--- src/hdl/vmn_pkg.sv ---
// Shared types and constants for the three-axis mean and unit vector block.
package vmn_pkg;

  localparam int SUM_W   = 32;
  localparam int CNT_W   = 16;
  localparam int MEAN_W  = 24;
  localparam int UNIT_W  = 16;
  localparam int DVD_W   = 40;
  localparam int DVS_W   = 26;
  localparam int SQ_W    = 48;
  localparam int SQ_STEPS = 24;

  localparam logic [MEAN_W-1:0] MEAN_MAX_MAG = 24'd8388607;
  localparam logic [DVD_W-1:0]  MEAN_POS_LIM = 40'd8388607;
  localparam logic [DVD_W-1:0]  MEAN_NEG_LIM = 40'd8388608;
  localparam logic [DVD_W-1:0]  UNIT_ONE     = 40'd16384;

  typedef struct packed {
    logic signed [SUM_W-1:0] sum_x;
    logic signed [SUM_W-1:0] sum_y;
    logic signed [SUM_W-1:0] sum_z;
    logic [CNT_W-1:0]        count;
  } vmn_run_t;

endpackage

--- src/hdl/vmn_front.sv ---
// Front end: accumulates samples and closes a run when the count is reached.
module vmn_front #(
  parameter int SAMPLE_WIDTH = 16
) (
  input  logic                  clk,
  input  logic                  rst,
  input  logic                  accept,
  input  logic signed [15:0]    axis_x,
  input  logic signed [15:0]    axis_y,
  input  logic signed [15:0]    axis_z,
  input  logic [15:0]           sample_count,
  output logic                  run_push,
  output vmn_pkg::vmn_run_t     run_data
);
  import vmn_pkg::*;

  logic signed [SUM_W-1:0] sum_x, sum_y, sum_z;
  logic [CNT_W-1:0]        samples_taken;
  logic signed [SUM_W-1:0] sx, sy, sz, nx, ny, nz;
  logic [CNT_W:0]          taken_inc, target;
  logic                    run_end;

  function automatic logic signed [SUM_W-1:0] sext(input logic [15:0] v);
    logic [63:0] raw;
    raw = 64'(v);
    return SUM_W'(signed'(raw[SAMPLE_WIDTH-1:0]));
  endfunction

  always_comb begin
    sx = sext(axis_x);
    sy = sext(axis_y);
    sz = sext(axis_z);
    nx = sum_x + sx;
    ny = sum_y + sy;
    nz = sum_z + sz;
    taken_inc = {1'b0, samples_taken} + 17'd1;
    target = (sample_count == '0) ? 17'd1 : {1'b0, sample_count};
    run_end = !(taken_inc < target);
    run_push = accept && run_end;
    run_data.sum_x = nx;
    run_data.sum_y = ny;
    run_data.sum_z = nz;
    run_data.count = taken_inc[CNT_W-1:0];
  end

  always_ff @(posedge clk) begin
    if (rst) begin
      sum_x <= '0;
      sum_y <= '0;
      sum_z <= '0;
      samples_taken <= '0;
    end else if (accept) begin
      if (run_end) begin
        sum_x <= '0;
        sum_y <= '0;
        sum_z <= '0;
        samples_taken <= '0;
      end else begin
        sum_x <= nx;
        sum_y <= ny;
        sum_z <= nz;
        samples_taken <= taken_inc[CNT_W-1:0];
      end
    end
  end

endmodule

--- src/hdl/vmn_queue.sv ---
// Two-entry queue of closed runs between front and back.
module vmn_queue (
  input  logic              clk,
  input  logic              rst,
  input  logic              push,
  input  vmn_pkg::vmn_run_t push_data,
  input  logic              take,
  output logic              full,
  output logic              ready,
  output vmn_pkg::vmn_run_t head
);
  import vmn_pkg::*;

  vmn_run_t   entry [2];
  logic       wr_ptr, rd_ptr;
  logic [1:0] fill;

  assign full  = fill == 2'd2;
  assign ready = fill != 2'd0;
  assign head  = entry[rd_ptr];

  always_ff @(posedge clk) begin
    if (push) entry[wr_ptr] <= push_data;
  end

  always_ff @(posedge clk) begin
    if (rst) begin
      wr_ptr <= 1'b0;
      rd_ptr <= 1'b0;
      fill <= '0;
    end else begin
      if (push) wr_ptr <= !wr_ptr;
      if (take) rd_ptr <= !rd_ptr;
      fill <= fill + 2'(push) - 2'(take);
    end
  end

  a_fill_bound: assert property (@(posedge clk) disable iff (rst) fill <= 2'd2)
    else $error("queue fill out of range");

endmodule

--- src/hdl/vmn_div.sv ---
// Restoring divider, one quotient bit per cycle.
module vmn_div (
  input  logic                       clk,
  input  logic                       rst,
  input  logic                       start,
  input  logic [vmn_pkg::DVD_W-1:0]  dividend,
  input  logic [vmn_pkg::DVS_W-1:0]  divisor,
  output logic                       done,
  output logic [vmn_pkg::DVD_W-1:0]  quotient
);
  import vmn_pkg::*;

  logic             busy;
  logic [5:0]       cnt;
  logic [DVS_W-1:0] rem;
  logic [DVS_W:0]   rs;
  logic [DVS_W-1:0] dvs;
  logic             ge;

  always_comb begin
    rs = {rem, quotient[DVD_W-1]};
    ge = rs >= {1'b0, dvs};
  end

  always_ff @(posedge clk) begin
    if (start) begin
      quotient <= dividend;
      dvs <= divisor;
      rem <= '0;
    end else if (busy) begin
      rem <= ge ? DVS_W'(rs - {1'b0, dvs}) : rs[DVS_W-1:0];
      quotient <= {quotient[DVD_W-2:0], ge};
    end
  end

  always_ff @(posedge clk) begin
    if (rst) begin
      busy <= 1'b0;
      cnt <= '0;
      done <= 1'b0;
    end else begin
      done <= busy && cnt == 6'(DVD_W - 1);
      if (start) begin
        busy <= 1'b1;
        cnt <= '0;
      end else if (busy) begin
        cnt <= cnt + 6'd1;
        if (cnt == 6'(DVD_W - 1)) busy <= 1'b0;
      end
    end
  end

endmodule

--- src/hdl/vmn_back.sv ---
// Back end: means, magnitude and unit vector for one closed run.
module vmn_back (
  input  logic                     clk,
  input  logic                     rst,
  input  logic                     q_ready,
  input  vmn_pkg::vmn_run_t        q_head,
  output logic                     q_take,
  input  logic                     pop,
  output logic                     empty,
  output logic signed [23:0]       mean_x,
  output logic signed [23:0]       mean_y,
  output logic signed [23:0]       mean_z,
  output logic [23:0]              magnitude,
  output logic signed [15:0]       unit_x,
  output logic signed [15:0]       unit_y,
  output logic signed [15:0]       unit_z,
  output logic                     zero_vector
);
  import vmn_pkg::*;

  localparam logic [2:0] S_IDLE   = 3'd0;
  localparam logic [2:0] S_MSTART = 3'd1;
  localparam logic [2:0] S_MWAIT  = 3'd2;
  localparam logic [2:0] S_SQ     = 3'd3;
  localparam logic [2:0] S_SQRT   = 3'd4;
  localparam logic [2:0] S_USTART = 3'd5;
  localparam logic [2:0] S_UWAIT  = 3'd6;
  localparam logic [2:0] S_FIN    = 3'd7;

  logic [2:0]              state;
  logic [1:0]              k;
  logic [4:0]              step;
  vmn_run_t                run;
  logic                    neg [3];
  logic [MEAN_W-1:0]       mabs [3];
  logic signed [MEAN_W-1:0] mean [3];
  logic signed [UNIT_W-1:0] unit [3];
  logic [SQ_W-1:0]         preg, acc, sx, sres;
  logic [SQ_W:0]           trial;
  logic [MEAN_W-1:0]       mag;
  logic                    out_valid;

  logic                    div_start, div_done;
  logic [DVD_W-1:0]        div_dvd, div_q;
  logic [DVS_W-1:0]        div_dvs;
  logic signed [SUM_W-1:0] cur_sum;
  logic [SUM_W-1:0]        cur_abs;
  logic [MEAN_W-1:0]       q_mag;
  logic                    q_sat;
  logic [DVD_W-1:0]        uq;
  logic [SQ_W-1:0]         bitv;

  vmn_div u_div (
    .clk(clk), .rst(rst), .start(div_start), .dividend(div_dvd),
    .divisor(div_dvs), .done(div_done), .quotient(div_q)
  );

  always_comb begin
    case (k)
      2'd0:    cur_sum = run.sum_x;
      2'd1:    cur_sum = run.sum_y;
      default: cur_sum = run.sum_z;
    endcase
    cur_abs = cur_sum[SUM_W-1] ? SUM_W'(-cur_sum) : SUM_W'(cur_sum);
    div_start = state == S_MSTART || state == S_USTART;
    if (state == S_MSTART) begin
      div_dvd = {cur_abs, 8'd0};
      div_dvs = DVS_W'(run.count);
    end else begin
      div_dvd = DVD_W'({mabs[k], 15'd0}) + DVD_W'(mag);
      div_dvs = DVS_W'({mag, 1'b0});
    end
    if (neg[k]) q_sat = div_q > MEAN_NEG_LIM;
    else q_sat = div_q > MEAN_POS_LIM;
    q_mag = q_sat ? (neg[k] ? MEAN_MAX_MAG + 24'd1 : MEAN_MAX_MAG) : div_q[MEAN_W-1:0];
    uq = (div_q > UNIT_ONE) ? UNIT_ONE : div_q;
    bitv = SQ_W'(1) << {step, 1'b0};
    trial = {1'b0, sres} + {1'b0, bitv};
    q_take = state == S_IDLE && q_ready;
    empty = !out_valid;
  end

  always_ff @(posedge clk) begin
    case (state)
      S_IDLE: if (q_ready) run <= q_head;
      S_MSTART: neg[k] <= cur_sum[SUM_W-1];
      S_MWAIT: if (div_done) begin
        mabs[k] <= q_mag;
        mean[k] <= neg[k] ? MEAN_W'(-q_mag) : q_mag;
      end
      S_SQ: begin
        preg <= (k == 2'd3) ? '0 : SQ_W'(mabs[k] * mabs[k]);
        acc <= (k == 2'd0) ? '0 : acc + preg;
        sx <= acc + preg;
        sres <= '0;
      end
      S_SQRT: begin
        if (SQ_W'(sx) >= trial[SQ_W-1:0] && !trial[SQ_W]) begin
          sx <= sx - trial[SQ_W-1:0];
          sres <= (sres >> 1) + bitv;
        end else begin
          sres <= sres >> 1;
        end
        if (step == 5'd0) mag <= (sx >= trial[SQ_W-1:0] && !trial[SQ_W]) ?
            MEAN_W'((sres >> 1) + bitv) : MEAN_W'(sres >> 1);
      end
      S_UWAIT: if (div_done) unit[k] <= neg[k] ? UNIT_W'(-uq) : UNIT_W'(uq);
      default: ;
    endcase
    if (state == S_FIN && !out_valid) begin
      mean_x <= mean[0];
      mean_y <= mean[1];
      mean_z <= mean[2];
      magnitude <= mag;
      zero_vector <= mag == '0;
      unit_x <= (mag == '0) ? '0 : unit[0];
      unit_y <= (mag == '0) ? '0 : unit[1];
      unit_z <= (mag == '0) ? '0 : unit[2];
    end
  end

  always_ff @(posedge clk) begin
    if (rst) begin
      state <= S_IDLE;
      k <= '0;
      step <= '0;
      out_valid <= 1'b0;
    end else begin
      if (pop && out_valid) out_valid <= 1'b0;
      case (state)
        S_IDLE: if (q_ready) begin
          state <= S_MSTART;
          k <= '0;
        end
        S_MSTART: state <= S_MWAIT;
        S_MWAIT: if (div_done) begin
          if (k == 2'd2) begin
            state <= S_SQ;
            k <= '0;
          end else begin
            k <= k + 2'd1;
            state <= S_MSTART;
          end
        end
        S_SQ: begin
          k <= k + 2'd1;
          if (k == 2'd3) begin
            state <= S_SQRT;
            step <= 5'(SQ_STEPS - 1);
          end
        end
        S_SQRT: begin
          step <= step - 5'd1;
          if (step == 5'd0) state <= S_USTART;
          k <= '0;
        end
        S_USTART: state <= (mag == '0) ? S_FIN : S_UWAIT;
        S_UWAIT: if (div_done) begin
          if (k == 2'd2) state <= S_FIN;
          else begin
            k <= k + 2'd1;
            state <= S_USTART;
          end
        end
        S_FIN: if (!out_valid) begin
          out_valid <= 1'b1;
          state <= S_IDLE;
        end
        default: state <= S_IDLE;
      endcase
    end
  end

  a_load: assert property (@(posedge clk) disable iff (rst)
      state == S_FIN && !out_valid |=> out_valid)
    else $error("result not loaded");
  a_zero: assert property (@(posedge clk) disable iff (rst)
      out_valid |-> zero_vector == (magnitude == '0))
    else $error("zero flag disagrees with magnitude");
  a_clamp: assert property (@(posedge clk) disable iff (rst)
      out_valid |-> unit_x <= 16'sd16384 && unit_x >= -16'sd16384)
    else $error("unit component beyond one");
  a_take: assert property (@(posedge clk) disable iff (rst)
      q_take |=> state == S_MSTART)
    else $error("run taken outside idle");

endmodule

--- src/hdl/vector_mean_normalize.sv ---
// Top level: three-axis running mean, magnitude and unit vector.
// Input: one sample per cycle while full is low; full rises only when two closed runs wait.
// A closed run passes through three mean divides, a square-and-sum pass, 24 root steps and
// three unit divides before its result reaches the ports; zero magnitude skips the unit divides.
// The back end takes a new run only from idle, after the last result is loaded; the shared
// one-bit-per-cycle divider and the root loop set its pace. Results stay on the ports until popped.
// Synchronous reset clears sums, count, queue and result flag; sample_count returns to 1000.
module vector_mean_normalize #(
  parameter int SAMPLE_WIDTH = 16
) (
  input  logic               clk,
  input  logic               rst,
  input  logic               cfg_we,
  input  logic [15:0]        cfg_data,
  input  logic               push,
  output logic               full,
  input  logic signed [15:0] axis_x,
  input  logic signed [15:0] axis_y,
  input  logic signed [15:0] axis_z,
  output logic               empty,
  input  logic               pop,
  output logic signed [23:0] mean_x,
  output logic signed [23:0] mean_y,
  output logic signed [23:0] mean_z,
  output logic [23:0]        magnitude,
  output logic signed [15:0] unit_x,
  output logic signed [15:0] unit_y,
  output logic signed [15:0] unit_z,
  output logic               zero_vector
);
  import vmn_pkg::*;

  logic [15:0] sample_count;
  logic        run_push, q_ready, q_take;
  vmn_run_t    run_data, q_head;

  always_ff @(posedge clk) begin
    if (rst) sample_count <= 16'd1000;
    else if (cfg_we) sample_count <= cfg_data;
  end

  vmn_front #(.SAMPLE_WIDTH(SAMPLE_WIDTH)) u_front (
    .clk(clk), .rst(rst), .accept(push && !full), .axis_x(axis_x), .axis_y(axis_y),
    .axis_z(axis_z), .sample_count(sample_count), .run_push(run_push), .run_data(run_data)
  );

  vmn_queue u_queue (
    .clk(clk), .rst(rst), .push(run_push), .push_data(run_data), .take(q_take),
    .full(full), .ready(q_ready), .head(q_head)
  );

  vmn_back u_back (
    .clk(clk), .rst(rst), .q_ready(q_ready), .q_head(q_head), .q_take(q_take),
    .pop(pop), .empty(empty), .mean_x(mean_x), .mean_y(mean_y), .mean_z(mean_z),
    .magnitude(magnitude), .unit_x(unit_x), .unit_y(unit_y), .unit_z(unit_z),
    .zero_vector(zero_vector)
  );

endmodule
--- config.mk ---
export PLATFORM = sky130hd
export DESIGN_NAME = vector_mean_normalize
export DESIGN_NICKNAME = d
export VERILOG_FILES = /design/src/hdl/vmn_pkg.sv /design/src/hdl/vmn_front.sv /design/src/hdl/vmn_queue.sv /design/src/hdl/vmn_div.sv /design/src/hdl/vmn_back.sv /design/src/hdl/vector_mean_normalize.sv
export SDC_FILE = /design/constraint.sdc
export NUM_CORES = 2
export LEC_CHECK = 0
export BUFFER_PORTS_ARGS = -buffer_cell sky130_fd_sc_hd__buf_2
export CAP_MARGIN = 30
export CORE_MARGIN = 1
export CORE_UTILIZATION = 40
export DETAILED_ROUTE_END_ITERATION = 10
export GPL_TIMING_DRIVEN = 1
export PLACE_DENSITY = 0.54
export SLEW_MARGIN = 30
export SYNTH_ARGS = -nofsm -noshare
export SYNTH_HDL_FRONTEND = slang
export SYNTH_SLANG_ARGS = --single-unit
--- constraint.sdc ---
create_clock -name clk -period 14.4 [get_ports clk]
set_input_delay 0.72 -clock clk [delete_from_list [all_inputs] [get_ports clk]]
set_output_delay 0.72 -clock clk [all_outputs]
set_load 0.05 [all_outputs]
==> run summary <==
Outcome = finished clean
Gpl congestion = 0.903
Skew final = 28.9 ps
Tcrit/Tclk final = 69.3%
Hold-fix buffers at CTS = 0
Top cells by area, synth = edfxtp_1, fa_1, ha_1, dfxtp_1, inv_1
FILL cells = 17500
Final ANT Viol Nets = 0
Required @ worst endpoint = 14920 ps
Cell area after synthesis = 75100 um2
Syn Area/Cell = 10.6 um2
Critical path class = flop to flop
RSZ-0062 raised after global routing = false
Clock Latency Late Sink = 770 ps
Seq cells post-synth = 1132
Slowest CP cell = dfxtp_2
Critical Path AT = 10490 ps
Detailed Place HPWL = 153000 um
Gr ovfl total = 0
Most common cell in the netlist = edfxtp_1
Initial Utilization = 40.4%
Max_cap viols = 0
Site Rows = 158
Post-Syn Instances = 7063
Fraction of registers with async set/reset = 0%
Fmax = 0.100 GHz
TritonCTS clock tree = built
Yosys cell types = 109
Cts repair resizes = 0
Via count = 52700
Finish-stage setup viols = 0
Clk slew on worst S/H paths = 60 ps
Fin. Hold Viols = 0
Crit-path max cell delay = 910 ps
CTS Buf Count = 133
Max clock buf depth = 3
Post-synth EDFFs = 953
CORE AREA = 186000 um2
Syn Nets = 8046
Worst-margin pin slew = 1070 ps
First-pass DRT Iterations = 5
Sequential area share after synthesis = 42.9%
CP Capture Type = flop
Area grow syn2layout = 11.1%
Ys flop type = edfxtp_1
Pin count of the biggest net entering global routing = 76
Clk sink count = 1132
Top cells by count, synth = edfxtp_1, inv_1, nand2_1
IO Pins = 216
Crit path time final = 9970 ps
Detailed-route DRC error count = 0
Setup TNS = 0 ps
Gr usage total = 21.6%
Vert. Die Dim = 435 um
Detail-routed net length per standard cell = 21.2 um
CTS root buffer = clkbuf_16
Number of nets in the layout = 8195
Max FO, Critical Path = 25
Worst setup SP type = flop
DRT iter0 DRCs = 3437
Worst hold path type = input pin to flop
Vias in the first global route = 52700
Detailed Route WL = 207000 um
Yosys warning count = 0
Synth top area share = 38.1%
Post-CTS setup repair buffer count = 0
Final Max Tran Viols = 0
CTS H-tree depth = 4
Slew HR = 27.8%
Die ar. = 190000 um2
Die width = 435 um
First-pass GRT wire length = 318000 um
Layout cells sized above 1 = 10.3%
Number of buffers added on ports = 215
Initial antenna violation count = 3
Vias/cell = 5.37
Most area-hungry cell type in the Yosys netlist = edfxtp_1
==> cell type report <==
cell class / instances / area [um2] / share of cell area [%]
Tap cell: 2480 / 3100 / 3.72
Timing Repair Buffer: 304 / 1770 / 2.12
Sequential cell: 1132 / 32200 / 38.6
Clock inverter: 79 / 928 / 1.11
Multi-Input combinational cell: 4884 / 39000 / 46.8
Clock buffer: 164 / 3530 / 4.23
Antenna cell: 1 / 2.50 / 0.00300
Inverter: 757 / 2840 / 3.41
==> path summary, 6_finish.rpt <==
kind / end / cells after the start / start / slack, ps
setup / recovery: u_back.preg[45] / 29 / flop / 4430
hold / removal: sample_count[5] / 3 / cfg_data[5] / 170
setup reg to reg: u_back.preg[45] / 29 / flop / 4430
hold reg to reg: mean_z[19] / 0 / u_back.mean[2][19] / 420
==> kinds of logic (layout without fill, tap and decap cells) <==
group | Yosys count | count (layout) | synth area share, %
and+or+nand+nor | 1878 | 1878 | 11.6
AOI/OAI and AO/OA | 1482 | 1482 | 12.8
DFF | 1132 | 1132 | 42.9
buffers and inverters | 1047 | 1304 | 5.38
adders and majority gates | 914 | 914 | 19.6
xor gates and xnor gates | 393 | 393 | 4.58
muxes | 217 | 217 | 3.15
other | 0 | 1 | 0
==> state kept, by name, summed over array words and instances, names as in the netlist, 24 cells and up, named ones only <==
| name | cells |
|---|---|
| u_front.sum_x | 32 |
| u_back.run | 112 |
| u_front.sum_y | 32 |
| u_back.magnitude | 24 |
| mean_z | 24 |
| u_back.mag | 24 |
| u_back.sres | 48 |
| u_back.mabs | 72 |
| u_back.acc | 48 |
| mean_y | 24 |
| u_back.preg | 47 |
| u_back.mean | 69 |
| u_back.unit | 48 |
| mean_x | 24 |
| u_queue.entry | 224 |
| u_back.sx | 48 |
| u_back.u_div.rem | 26 |
| u_back.u_div.dvs | 25 |
| u_front.sum_z | 32 |
| u_back.u_div.quotient | 40 |
==> cells in the final DEF, fill, tap and decap left out, types with 115 or more instances in the layout <==
cell type and count:
buf_2 214, nand2_1 599, clkbuf_16 135, xnor2_1 237, fa_1 439, o21ai_0 288
nand3_1 131, a21oi_1 416, inv_1 751, edfxtp_1 953, a21o_1 212, ha_1 472
dfxtp_1 175, nor2_1 573, mux2_2 136, xor2_1 156, nor2b_1 115
==> critical path, delay by kind of cell (launching register included) <==
family / cells / cell delay (ps)
DFF: 1 / 910
and+or+nand+nor: 1 / 330
buffers and inverters: 8 / 1240
AOI/OAI and AO/OA: 10 / 2680
adders and majority gates: 8 / 3970
muxes: 2 / 560
==> through the flow <==
stage | hold WS, ps | util, % | setup WS [ps] | instance area [um2] | std cells
6_report | 171 | 44.8 | 4430 | 83400 | 9801
5_1_grt | 148 | 44.8 | 4040 | 83400 | 9800
4_1_cts | 103 | 44.8 | 4500 | 83400 | 9800
3_5_place_dp | 405 | 42.4 | 4510 | 79000 | 9557
3_3_place_gp | 401 | 42.4 | 4630 | 78900 | 9555
2_1_floorplan | 400 | - | 940 | 75100 | 7063
==> layer usage <==
layer  up-vias  wire length [um]  track usage (%)
met5         -                 8                0
met3       309              9240             2.63
met2      1323             99800             36.5
met4         2              6370             7.00
met1     26000             91900             28.8
li1      25000                 -                -
Power is not shown: default switching activity piles up to over one toggle a cycle in this logic, so the estimate is an artifact.
